==> src/rtl/udis_pkg.sv <==
// Shared types, constants and word formats for the UTF-8 decode and index select block.
package udis_pkg;

  // Field widths
  localparam int unsigned BYTE_W = 8;
  localparam int unsigned CP_W   = 21;
  localparam int unsigned IDX_W  = 16;
  localparam int unsigned CNT_W  = 17;
  localparam int unsigned CFG_W  = 32;

  // Descriptor queue geometry
  localparam int unsigned DESC_DEPTH = 4;
  localparam int unsigned DESC_PTR_W = $clog2(DESC_DEPTH);

  // Code point constants
  localparam logic [CP_W-1:0]  REPLACEMENT_CP = 21'h00FFFD;
  localparam logic [CNT_W-1:0] COUNT_MAX      = 17'h1FFFF;

  // Lead and continuation byte patterns
  localparam logic [BYTE_W-1:0] ASCII_LIMIT = 8'h80;
  localparam logic [BYTE_W-1:0] LEAD2_MASK  = 8'hE0;
  localparam logic [BYTE_W-1:0] LEAD2_TAG   = 8'hC0;
  localparam logic [BYTE_W-1:0] LEAD2_BITS  = 8'h1F;
  localparam logic [BYTE_W-1:0] LEAD3_MASK  = 8'hF0;
  localparam logic [BYTE_W-1:0] LEAD3_TAG   = 8'hE0;
  localparam logic [BYTE_W-1:0] LEAD3_BITS  = 8'h0F;
  localparam logic [BYTE_W-1:0] LEAD4_MASK  = 8'hF8;
  localparam logic [BYTE_W-1:0] LEAD4_TAG   = 8'hF0;
  localparam logic [BYTE_W-1:0] LEAD4_BITS  = 8'h07;
  localparam logic [BYTE_W-1:0] CONT_MASK   = 8'hC0;
  localparam logic [BYTE_W-1:0] CONT_TAG    = 8'h80;
  localparam logic [BYTE_W-1:0] CONT_BITS   = 8'h3F;

  // Summary status codes
  typedef enum logic [1:0] {
    ST_FOUND         = 2'd0,
    ST_NEGATIVE      = 2'd1,
    ST_OUT_OF_BOUNDS = 2'd2
  } status_e;

  // Result word kinds
  typedef enum logic {
    KIND_CODE_POINT = 1'b0,
    KIND_SUMMARY    = 1'b1
  } kind_e;

  // Input word
  typedef struct packed {
    logic [BYTE_W-1:0] data_byte;
    logic              byte_present;
    logic              is_last;
  } in_word_t;

  // Result word
  typedef struct packed {
    logic             record_kind;
    logic [CP_W-1:0]  code_point;
    logic [IDX_W-1:0] char_index;
    logic             is_selected;
    logic [1:0]       status;
    logic [CNT_W-1:0] cp_total;
    logic             last_result;
  } out_word_t;

  // Work for the back end from one input word: n_cps code points, all
  // replacements except the one at cp_pos when cp_valid, then a summary if set.
  typedef struct packed {
    logic [2:0]      n_cps;
    logic            cp_valid;
    logic [1:0]      cp_pos;
    logic [CP_W-1:0] cp;
    logic            summary;
  } desc_t;

endpackage

==> src/rtl/utf8_decode_index_select.sv <==
// Top level of the UTF-8 decoder with code point index selection.
//
// Input: one string byte per word. Drive in_data_i and raise push; the word
// is taken at a clock edge where full is low. byte_present low with is_last
// high ends an empty string; is_last marks the final byte of a string.
// Output: while empty is low the oldest result word sits on out_data_o; it
// is taken at a clock edge where pop is high. Each code point gives one word
// with its index and a select flag; string end adds a summary word with the
// status and the code point count (last_result set).
// Config: write wanted_index through cfg_valid_i / cfg_data_i; cfg_ready_o
// is always high. Write only while no string is in flight.
// A taken byte's descriptor goes into the queue, and the back end registers
// its first result word onto the outputs. Throughput: one byte per cycle
// while each byte gives at most one result word and pop keeps up; the back
// end emits one result word per cycle unless pop is held low. A four-entry
// descriptor queue absorbs the backlog; full rises once it is filled.
// Reset clears all decode state and sets wanted_index to zero. When the
// receiver stalls, results stay in place, the queue fills, then full rises.
module utf8_decode_index_select import udis_pkg::*; (
  input  logic             clk_i,
  input  logic             rst_ni,
  input  logic             push,
  output logic             full,
  input  in_word_t         in_data_i,
  output logic             empty,
  input  logic             pop,
  output out_word_t        out_data_o,
  input  logic             cfg_valid_i,
  output logic             cfg_ready_o,
  input  logic [CFG_W-1:0] cfg_data_i
);

  desc_t desc, head;
  logic  desc_valid, accept, head_valid, head_pop;

  // Take a word when the queue has room
  assign accept = push && !full;

  udis_front u_front (
    .clk_i        (clk_i),
    .rst_ni       (rst_ni),
    .in_data_i    (in_data_i),
    .accept_i     (accept),
    .desc_o       (desc),
    .desc_valid_o (desc_valid)
  );

  udis_fifo u_fifo (
    .clk_i        (clk_i),
    .rst_ni       (rst_ni),
    .push_i       (accept && desc_valid),
    .desc_i       (desc),
    .full_o       (full),
    .pop_i        (head_pop),
    .head_o       (head),
    .head_valid_o (head_valid)
  );

  udis_back u_back (
    .clk_i        (clk_i),
    .rst_ni       (rst_ni),
    .cfg_valid_i  (cfg_valid_i),
    .cfg_ready_o  (cfg_ready_o),
    .cfg_data_i   (cfg_data_i),
    .head_i       (head),
    .head_valid_i (head_valid),
    .head_pop_o   (head_pop),
    .empty_o      (empty),
    .pop_i        (pop),
    .out_data_o   (out_data_o)
  );

endmodule

==> src/rtl/udis_front.sv <==
// Front end: classifies each input byte and turns it into a work descriptor.
module udis_front import udis_pkg::*; (
  input  logic     clk_i,
  input  logic     rst_ni,
  input  in_word_t in_data_i,
  input  logic     accept_i,
  output desc_t    desc_o,
  output logic     desc_valid_o
);

  typedef struct packed {
    logic            emit;
    logic [CP_W-1:0] cp;
    logic [1:0]      remaining;
    logic [CP_W-1:0] partial;
  } lead_t;

  // Decode a byte as the start of a code point
  function automatic lead_t decode_lead(input logic [BYTE_W-1:0] b);
    lead_t r;
    r.emit      = 1'b0;
    r.cp        = '0;
    r.remaining = 2'd0;
    r.partial   = '0;
    if (b < ASCII_LIMIT) begin
      r.emit = 1'b1;
      r.cp   = {{(CP_W-BYTE_W){1'b0}}, b};
    end else if ((b & LEAD2_MASK) == LEAD2_TAG) begin
      r.partial   = {{(CP_W-BYTE_W){1'b0}}, b & LEAD2_BITS};
      r.remaining = 2'd1;
    end else if ((b & LEAD3_MASK) == LEAD3_TAG) begin
      r.partial   = {{(CP_W-BYTE_W){1'b0}}, b & LEAD3_BITS};
      r.remaining = 2'd2;
    end else if ((b & LEAD4_MASK) == LEAD4_TAG) begin
      r.partial   = {{(CP_W-BYTE_W){1'b0}}, b & LEAD4_BITS};
      r.remaining = 2'd3;
    end else begin
      r.emit = 1'b1;
      r.cp   = REPLACEMENT_CP;
    end
    return r;
  endfunction

  logic [1:0]        remaining_q, remaining_d;
  logic [1:0]        taken_q, taken_d;
  logic [CP_W-1:0]   partial_q, partial_d;
  lead_t             lead;
  logic              is_cont;
  logic [CP_W-1:0]   extended;
  logic [1:0]        pre_cnt, post_cnt;
  logic              cp_valid;
  logic [CP_W-1:0]   cp_val;
  logic [BYTE_W-1:0] b;

  assign b        = in_data_i.data_byte;
  assign lead     = decode_lead(b);
  assign is_cont  = (b & CONT_MASK) == CONT_TAG;
  assign extended = {partial_q[CP_W-7:0], b[5:0] & CONT_BITS[5:0]};

  // Classify the byte against the pending sequence
  always_comb begin
    remaining_d = remaining_q;
    taken_d     = taken_q;
    partial_d   = partial_q;
    pre_cnt     = 2'd0;
    post_cnt    = 2'd0;
    cp_valid    = 1'b0;
    cp_val      = '0;
    if (in_data_i.byte_present) begin
      if (remaining_q == 2'd0) begin
        cp_valid    = lead.emit;
        cp_val      = lead.cp;
        remaining_d = lead.remaining;
        partial_d   = lead.partial;
        taken_d     = 2'd0;
      end else if (is_cont) begin
        remaining_d = remaining_q - 2'd1;
        if (remaining_q == 2'd1) begin
          cp_valid  = 1'b1;
          cp_val    = extended;
          taken_d   = 2'd0;
          partial_d = '0;
        end else begin
          taken_d   = taken_q + 2'd1;
          partial_d = extended;
        end
      end else begin
        // Replace each byte of the broken sequence, then restart on this byte
        pre_cnt     = taken_q + 2'd1;
        cp_valid    = lead.emit;
        cp_val      = lead.cp;
        remaining_d = lead.remaining;
        partial_d   = lead.partial;
        taken_d     = 2'd0;
      end
    end
    // Flush a cut-off sequence at string end
    if (in_data_i.is_last) begin
      if (remaining_d != 2'd0) begin
        post_cnt = taken_d + 2'd1;
      end
      remaining_d = 2'd0;
      taken_d     = 2'd0;
      partial_d   = '0;
    end
  end

  // Build the descriptor
  always_comb begin
    desc_o.n_cps    = {1'b0, pre_cnt} + {2'b00, cp_valid} + {1'b0, post_cnt};
    desc_o.cp_valid = cp_valid;
    desc_o.cp_pos   = pre_cnt;
    desc_o.cp       = cp_val;
    desc_o.summary  = in_data_i.is_last;
  end

  assign desc_valid_o = (desc_o.n_cps != 3'd0) || in_data_i.is_last;

  // Advance the sequence state on each accepted word
  always_ff @(posedge clk_i or negedge rst_ni) begin
    if (!rst_ni) begin
      remaining_q <= 2'd0;
      taken_q     <= 2'd0;
      partial_q   <= '0;
    end else if (accept_i) begin
      remaining_q <= remaining_d;
      taken_q     <= taken_d;
      partial_q   <= partial_d;
    end
  end

endmodule

==> src/rtl/udis_fifo.sv <==
// Short descriptor queue between the front end and the back end.
module udis_fifo import udis_pkg::*; (
  input  logic  clk_i,
  input  logic  rst_ni,
  input  logic  push_i,
  input  desc_t desc_i,
  output logic  full_o,
  input  logic  pop_i,
  output desc_t head_o,
  output logic  head_valid_o
);

  desc_t                 mem_q [DESC_DEPTH];
  logic [DESC_PTR_W-1:0] wr_ptr_q, rd_ptr_q;
  logic [DESC_PTR_W:0]   count_q;
  logic                  do_push, do_pop;

  assign full_o       = count_q == (DESC_PTR_W+1)'(DESC_DEPTH);
  assign head_valid_o = count_q != '0;
  assign head_o       = mem_q[rd_ptr_q];
  assign do_push      = push_i && !full_o;
  assign do_pop       = pop_i && head_valid_o;

  // Store pushed descriptors
  always_ff @(posedge clk_i) begin
    if (do_push) begin
      mem_q[wr_ptr_q] <= desc_i;
    end
  end

  // Track pointers and fill level
  always_ff @(posedge clk_i or negedge rst_ni) begin
    if (!rst_ni) begin
      wr_ptr_q <= '0;
      rd_ptr_q <= '0;
      count_q  <= '0;
    end else begin
      if (do_push) begin
        wr_ptr_q <= wr_ptr_q + DESC_PTR_W'(1);
      end
      if (do_pop) begin
        rd_ptr_q <= rd_ptr_q + DESC_PTR_W'(1);
      end
      if (do_push && !do_pop) begin
        count_q <= count_q + (DESC_PTR_W+1)'(1);
      end else if (do_pop && !do_push) begin
        count_q <= count_q - (DESC_PTR_W+1)'(1);
      end
    end
  end

endmodule

==> src/rtl/udis_back.sv <==
// Back end: expands descriptors into result words, tracks index, selection and summary.
module udis_back import udis_pkg::*; (
  input  logic             clk_i,
  input  logic             rst_ni,
  input  logic             cfg_valid_i,
  output logic             cfg_ready_o,
  input  logic [CFG_W-1:0] cfg_data_i,
  input  desc_t            head_i,
  input  logic             head_valid_i,
  output logic             head_pop_o,
  output logic             empty_o,
  input  logic             pop_i,
  output out_word_t        out_data_o
);

  logic signed [CFG_W-1:0] wanted_q;
  logic [2:0]              step_q;
  logic [CNT_W-1:0]        cnt_q;
  logic                    found_q;
  logic [CP_W-1:0]         found_cp_q;
  out_word_t               out_q, rec;
  logic                    out_valid_q;
  logic [2:0]              n_items;
  logic                    is_sum, is_last_step, advance, sel;
  logic [CP_W-1:0]         cp_now;
  status_e                 status;

  assign cfg_ready_o = 1'b1;
  assign empty_o     = !out_valid_q;
  assign out_data_o  = out_q;

  // Locate the current step within the head descriptor
  assign n_items      = head_i.n_cps + {2'b00, head_i.summary};
  assign is_sum       = head_i.summary && (step_q == head_i.n_cps);
  assign is_last_step = step_q == (n_items - 3'd1);
  assign advance      = head_valid_i && (!out_valid_q || pop_i);
  assign head_pop_o   = advance && is_last_step;

  // Select and status
  assign sel    = !found_q && !wanted_q[CFG_W-1] &&
                  ($unsigned(wanted_q) == {{(CFG_W-CNT_W){1'b0}}, cnt_q});
  assign cp_now = (head_i.cp_valid && (step_q == {1'b0, head_i.cp_pos})) ?
                  head_i.cp : REPLACEMENT_CP;
  always_comb begin
    if (wanted_q[CFG_W-1]) begin
      status = ST_NEGATIVE;
    end else if (found_q) begin
      status = ST_FOUND;
    end else begin
      status = ST_OUT_OF_BOUNDS;
    end
  end

  // Form the result word for this step
  always_comb begin
    rec = '0;
    if (is_sum) begin
      rec.record_kind = KIND_SUMMARY;
      rec.code_point  = (status == ST_FOUND) ? found_cp_q : '0;
      rec.status      = status;
      rec.cp_total    = cnt_q;
      rec.last_result = 1'b1;
    end else begin
      rec.record_kind = KIND_CODE_POINT;
      rec.code_point  = cp_now;
      rec.char_index  = cnt_q[IDX_W-1:0];
      rec.is_selected = sel;
    end
  end

  // Hold the selected code point
  always_ff @(posedge clk_i) begin
    if (advance && !is_sum && sel) begin
      found_cp_q <= cp_now;
    end
  end

  // Hold the result word
  always_ff @(posedge clk_i) begin
    if (advance) begin
      out_q <= rec;
    end
  end

  // Advance step, index and found state
  always_ff @(posedge clk_i or negedge rst_ni) begin
    if (!rst_ni) begin
      wanted_q    <= '0;
      step_q      <= 3'd0;
      cnt_q       <= '0;
      found_q     <= 1'b0;
      out_valid_q <= 1'b0;
    end else begin
      if (cfg_valid_i && cfg_ready_o) begin
        wanted_q <= cfg_data_i;
      end
      if (advance) begin
        out_valid_q <= 1'b1;
        step_q      <= is_last_step ? 3'd0 : step_q + 3'd1;
        if (is_sum) begin
          cnt_q   <= '0;
          found_q <= 1'b0;
        end else begin
          if (sel) begin
            found_q <= 1'b1;
          end
          if (cnt_q != COUNT_MAX) begin
            cnt_q <= cnt_q + CNT_W'(1);
          end
        end
      end else if (pop_i) begin
        out_valid_q <= 1'b0;
      end
    end
  end

  // A summary restarts the string count
  a_sum_clears: assert property (@(posedge clk_i) disable iff (!rst_ni)
    advance && is_sum |=> cnt_q == '0 && !found_q)
    else $error("count or found not cleared after summary");

  // A selected word marks the string as found
  a_sel_found: assert property (@(posedge clk_i) disable iff (!rst_ni)
    advance && !is_sum && sel |=> found_q)
    else $error("selection not recorded");

  // Step stays inside the head descriptor
  a_step_range: assert property (@(posedge clk_i) disable iff (!rst_ni)
    head_valid_i |-> step_q < n_items)
    else $error("step beyond descriptor");

  // Step is back at zero when no work is queued
  a_step_idle: assert property (@(posedge clk_i) disable iff (!rst_ni)
    !head_valid_i |-> step_q == 3'd0)
    else $error("step not reset while idle");

endmodule
==> config.mk <==
export PLATFORM = sky130hd
export DESIGN_NAME = utf8_decode_index_select
export DESIGN_NICKNAME = d
export VERILOG_FILES = /design/src/rtl/udis_pkg.sv /design/src/rtl/utf8_decode_index_select.sv /design/src/rtl/udis_front.sv /design/src/rtl/udis_fifo.sv /design/src/rtl/udis_back.sv
export SDC_FILE = /design/constraint.sdc
export NUM_CORES = 1
export LEC_CHECK = 0
export BUFFER_PORTS_ARGS = -buffer_cell sky130_fd_sc_hd__buf_4
export CORE_UTILIZATION = 59
export DETAILED_ROUTE_END_ITERATION = 10
export PLACE_DENSITY_LB_ADDON = 0.08
export SYNTH_ARGS = -nofsm -noshare
export SYNTH_HDL_FRONTEND = slang
export SYNTH_SLANG_ARGS = --single-unit
==> constraint.sdc <==
create_clock -name clk_i -period 5.4 [get_ports clk_i]
set_input_delay 1.08 -clock clk_i [delete_from_list [all_inputs] [get_ports clk_i]]
set_output_delay 1.08 -clock clk_i [all_outputs]
set_load 0.02 [all_outputs]
==> flow_summary.yaml, run 1 <==
logic_synthesis:
  avgSynthCellArea_sq_um: 13.7
  synth_top_cell_by_area: "edfxtp_1"
  synth_mux_area_share_pct: 8.32
  synth_adder_area_share_pct: 1.81
  synth_cells: 845
  synth_area_leaders: "edfxtp_1 (49%), dfrtp_1 (17%), mux2_2 (6.2%), and2_1 (2.3%), xnor2_1 (2.3%)"
  ys_types: 59
  synth_edf_count: 191
  synth_top_family_by_area: "simple AND/OR/NAND/NOR gates"
  synthXorXnorAreaFrac_pct: 3.82
  ys.flop_type: "edfxtp_1"
  synthSimpleGateAreaFrac_pct: 9.94
  ys_async_sr_fraction_pct: 29.5
  synth_compound_area_share_pct: 6.25
  synth_seq_cells: 271
  ys.warnings.count: 0
  synth_top_cell_area_share_pct: 49.4
  ys_seq_area_share_pct: 66.7
  mappedNetlistNets: 907
  synth_area_sq_um: 11600
layout:
  diodes: 0
  nets: 1000
  area_delta_synth_final_pct: 15.7
  final_cell_mix: "edfxtp_1 (191), buf_4 (116), dfrtp_1 (79), mux2_2 (64), nor2_1 (61)"
  mostFrequentLayoutCell: "edfxtp_1"
  n_fill_cell: 1349
  layout-drive-gt1-share_pct: 24.0
timing:
  maxSlewHeadroom_pct: 14.3
  fin_skew_ps: 18.9
  final-max-slew-violation-count: 0
  min_period_ps: 4410
  tightest_slew_ps: 1280
  hold_violations: 0
  rsz0062_at_grt: "false"
  setup_viol: 0
  setup_tns_ps: 0
  worst_slack_ps: 994
  finalCritPeriodShare_pct: 81.6
  timing.fmax_mhz: 227
clock_tree:
  cts_setup_buffers: 0
  cts_max_level: 1
  clock-sinks: 271
  clockRootBuffer: "clkbuf_16"
  tritoncts: "yes"
  clkTransAtPathRegs_ps: 60
  worstSkewPairLatency_ps: 540
  cts_resized: 0
  postCtsHoldBufs: 0
  numCtsBuffers: 28
  clock_path_buffers: 3
outcome:
  status: "finished, final reports clean"
pwr:
  irDropWorstVdd_v: 0.000397
  p_seq_share_pct: 43.4
  sw_frac_of_total_pct: 32.5
  comb_power_share_pct: 29.5
  p_leak_nw: 5.24
  clockPowerShare_pct: 27.1
  switchingPower_mw: 2.24
  pwr_density_cell_nw_per_um2: 513
  internal_power_mw: 4.65
critical_path:
  r2r_setup_slack_ps: 990
  cp.required_ps: 5860
  cp_cell_sequence: "inv_1, ha_1, or3b_2, nor2_1, o31ai_1, a31oi_1, o211ai_1, fa_1, fa_1, a41oi_1, buf_4, ha_1, inv_1, fa_1, xor2_1, nor2_1, xor2_1"
  crit_top_cell: "fa_1"
  crit_family: "adder cells"
  crit_arrival_ps: 4870
  critical-path-max-stage-delay_ps: 640
  r2r-end: "u_fifo.count_q[2]"
  cp_max_fo: 14
  path_class: "flip-flop to flip-flop"
  critPathBufInv: 3
  setup.worst_path.start_class: "flip-flop"
  crit_slowest_cell: "or3b_2"
  worstRegToRegCells: 17
  crit_path_end_kind: "flip-flop"
  r2r_start: "u_front.remaining_q[0]"
place:
  gp_congestion: 0.897
  dp_slack_ps: 531
  dpl.hpwl_um: 15000
  port-buffer-count: 107
global_routing:
  grt_pass1_vias: 6819
  grt_usage_pct: 23.0
  grt_start_max_net_pins: 81
  grt_pass1_wl_um: 35900
  grt_overflow: 0
  grt_antenna_before_repair: 0
detailed_routing:
  wl_um: 22700
  wl_per_cell_um: 18.6
  drtIter0Drc: 392
  ant_nets: 0
  viasPerCell: 5.61
  first_pass_iters: 5
  drc: 0
  vias: 6844
worst_hold_path:
  hold_depth: 2
  holdCritStartpoint: "u_front.remaining_q[1]"
  hp-class: "flip-flop to flip-flop"
  whs_endpoint: "u_front.remaining_q[1]"
floorplan:
  die_w_um: 142
  fp-row-count: 50
  io_pins: 109
  die_y_um: 142
  dieArea_sq_um: 20200
  coreArea_sq_um: 19000
  start_util_pct: 61.0
flow_run:
  cap_violations: 0
cells in the mapped netlist (all sizes together) (2+ instances only):
master  count
mux2       64
fa          3
nand4       8
xor2       18
nand2      55
mux2i      17
o21ai      12
a31oi      18
dfrtp      80
a22o       12
or4b        2
and4        3
inv        28
and2       43
ha         12
o22ai      22
nand2b      5
a21oi      30
clkbuf     32
o31ai       2
nor2       62
edfxtp    191
a32o        3
buf        21
a21o        4
o32ai       2
nor2b       4
xnor2      30
nand3      26
nor3        7
mux4        3
nor4        8
stage by stage:
stage,power (mW),hold WS [ps],instance area (sq um),util [%],instances
after floorplan,4.42,449,11600,-,845
after global placement,4.97,473,12500,65.9,1168
after detailed placement,5.07,476,12500,65.9,1168
after CTS,6.93,491,13400,70.6,1219
after global routing,7.21,520,13400,70.6,1219
final,6.89,486,13400,70.6,1219
per-layer routing:
layer / routed length, um / GRT usage (%)
met1: 9730 / 30.9
met2: 11200 / 39.2
met3: 1270 / 3.57
met4: 492 / 6.34
met5: 0 / 0
final cells by class:
class / instances / area [sq um] / area share [%]
sequential: 271 / 7740 / 57.6
multi-input combinational: 493 / 3500 / 26.1
timing repair buffer: 116 / 871 / 6.48
clock buffer: 36 / 772 / 5.75
tap: 260 / 325 / 2.42
clock inverter: 15 / 121 / 0.903
inverter: 28 / 105 / 0.782
sequential cells by signal, summed over array words and instances, names as in the netlist:
name                 flops
u_fifo.count_q           3
u_front.taken_q          2
u_back.found_cp_q       21
u_fifo.rd_ptr_q          2
u_back.cnt_q            17
u_back.step_q            3
u_front.partial_q       15
u_fifo.wr_ptr_q          2
u_back.out_data_o       58
u_front.remaining_q      2
u_back.out_valid_q       1
u_back.found_q           1
u_fifo.mem_q           112
u_back.wanted_q         32
worst max-delay path by stage:
stage                                 from                  to  cells after the start
floorplan                     in_data_i[8]  u_fifo.mem_q[0][0]                     11
global placement              in_data_i[8]   u_fifo.count_q[2]                     16
detailed placement            in_data_i[9]   u_fifo.count_q[2]                     16
CTS                 u_front.remaining_q[0]   u_fifo.count_q[2]                     17
global route        u_front.remaining_q[0]   u_fifo.count_q[2]                     17
finish              u_front.remaining_q[0]   u_fifo.count_q[2]                     17
logic make-up (layout without fill, tap and decap cells):
group           after synthesis  count (layout)
compound gates              113             113
xor+xnor                     49              49
fa+ha+maj                    15              15
buf+inv                      81             195
flops                       271             271
mux                          84              84
other cells                   1               1
simple gates                231             231
worst register-to-register path: cells and delay by family, from the launching register on:
family / cells / cell delay (ps)
compound gates: 4 / 670
xor+xnor: 2 / 330
buf+inv: 3 / 310
flops: 1 / 410
simple gates: 3 / 940
fa+ha+maj: 5 / 1690
power by group through the flow:
| stage | clock network (mW) | logic [mW] | registers (mW) |
|---|---|---|---|
| 2_1_floorplan | 0 | 1.30 | 3.12 |
| 3_3_place_gp | 0 | 1.96 | 3.01 |
| 3_5_place_dp | 0 | 2.04 | 3.03 |
| 4_1_cts | 1.89 | 2.05 | 2.99 |
| 5_1_grt | 1.97 | 2.21 | 3.04 |
| 6_report | 1.86 | 2.03 | 2.99 |
No activity file was read; power rests on OpenSTA's default activity.
==> run 2: changes to the inputs <==
- clock period: 5.4 -> 4.6 ns (I/O delays scaled with it)
==> run 2 against run 1 <==
First-iteration DRC count down 0.26%. Final cell count grew 0.57%. Core utilization grew 0.42 points. Hold slack better by 8.9 ps. Die area unchanged. Via count is 2.0% higher. Largest power group unchanged.
==> flow_summary.yaml, run 2 (same netlist as run 1, synthesis figures left out) <==
layout:
  top_register: "u_fifo.mem_q"
  area_delta_synth_final_pct: 16.4
  layout-drive-gt1-share_pct: 24.5
  largest_reg_flops: 112
  mostFrequentLayoutCell: "edfxtp_1"
  nets: 1006
  final_cell_mix: "edfxtp_1 (191), buf_4 (118), dfrtp_1 (79), mux2_2 (64), nor2_1 (61)"
  diodes: 0
  finish.utilization_pct: 71.1
timing:
  timing.fmax_mhz: 238
  setup_tns_ps: 0
  worst_slack_ps: 403
  min_period_ps: 4200
  rsz0062_at_grt: "false"
  final-max-slew-violation-count: 0
  tightest_slew_ps: 1240
  fin_skew_ps: 9.89
  hold_violations: 0
  maxSlewHeadroom_pct: 16.6
  setup_viol: 0
  finalCritPeriodShare_pct: 91.2
critical_path:
  worstRegToRegCells: 16
  setup.worst_path.start_class: "flip-flop"
  cp.required_ps: 5040
  critPathLaunch: "u_front.remaining_q[0]"
  path_class: "flip-flop to flip-flop"
  cp_max_fo: 6
  crit_path_end_kind: "flip-flop"
  r2r_start: "u_front.remaining_q[0]"
  r2r-end: "u_fifo.count_q[2]"
  crit_arrival_ps: 4640
  r2r_setup_slack_ps: 400
worst_hold_path:
  hold_depth: 2
  hp-class: "flip-flop to flip-flop"
  holdCritStartpoint: "u_front.remaining_q[1]"
  whs_endpoint: "u_front.remaining_q[1]"
flow_run:
  cap_violations: 0
floorplan:
  dieArea_sq_um: 20200
  start_util_pct: 61.0
  coreArea_sq_um: 19000
  die_y_um: 142
  fp-row-count: 50
  io_pins: 109
  die_w_um: 142
clock_tree:
  numCtsBuffers: 28
  postCtsHoldBufs: 0
  tritoncts: "yes"
  clockRootBuffer: "clkbuf_16"
  clkTransAtPathRegs_ps: 60
  cts_max_level: 1
  clock-sinks: 271
  cts_resized: 0
  worstSkewPairLatency_ps: 530
  clock_path_buffers: 3
  cts_setup_buffers: 0
global_routing:
  grt_pass1_vias: 7029
  grt_antenna_before_repair: 0
  grt_pass1_wl_um: 36400
  grt_start_max_net_pins: 81
  grt_usage_pct: 23.2
  grt_overflow: 0
place:
  dp_slack_ps: 89.0
  gp_congestion: 0.861
  dpl.hpwl_um: 15100
  port-buffer-count: 107
outcome:
  status: "finished, final reports clean"
detailed_routing:
  first_pass_iters: 5
  drc: 0
  wl_um: 22900
  wl_per_cell_um: 18.6
  ant_nets: 0
  vias: 6983
  viasPerCell: 5.70
  drtIter0Drc: 391
pwr:
  irDropWorstVdd_v: 0.000378
  pwr_density_cell_nw_per_um2: 596
  p_leak_nw: 5.27
[run 2: worst max-delay path by stage]
| stage | depth (start not counted) | endpoint |
|---|---|---|
| 2_1_floorplan | 16 | u_fifo.count_q[2] |
| 3_3_place_gp | 15 | u_fifo.count_q[2] |
| 3_5_place_dp | 15 | u_fifo.count_q[2] |
| 4_1_cts | 16 | u_fifo.count_q[2] |
| 5_1_grt | 16 | u_fifo.count_q[2] |
| 6_report | 16 | u_fifo.count_q[2] |
[run 2: cell type report]
class	instances	area, sq um
clock buffer	41	801
clock inverter	11	72.6
fill	1350	5500
inverter	28	105
multi-input combinational	493	3510
sequential	271	7740
tap	260	325
timing repair buffer	122	966
[run 2: critical path, cell delays in order, from the launching register on]
cell and delay [ps]:
dfrtp_1 410, inv_1 70, ha_1 260, or3b_2 510, nor2_1 120, o21ai_0 150, a31oi_1 210, o211ai_1 150
fa_1 390, fa_1 460, a41oi_1 280, ha_1 240, inv_1 60, fa_1 370, xor2_1 160, nor2_1 110
xor2_1 160
[run 2: report_power, final]
group          switching [mW]  total, mW  internal (mW)
sequential              0.257       3.48           3.22
clock                   0.878       2.13           1.25
combinational            1.46       2.44          0.979
total                    2.60       8.05           5.45
[run 2: per-layer routing]
metal	GRT usage (%)	vias to the layer above	routed length [um]
met1	31.8	3436	10100
met4	6.56	0	522
met2	39.0	240	11000
li1	-	3271	-
met3	3.20	36	1280
met5	0	-	0
[run 2: stage by stage]
stage | std cells | total power [mW] | hold slack, ps | area, sq um
detailed placement | 1174 | 5.98 | 478 | 12600
floorplan | 845 | 5.19 | 449 | 11600
finish | 1226 | 8.05 | 495 | 13500
global placement | 1174 | 5.88 | 471 | 12600
CTS | 1226 | 8.11 | 496 | 13500
global route | 1226 | 8.42 | 536 | 13500
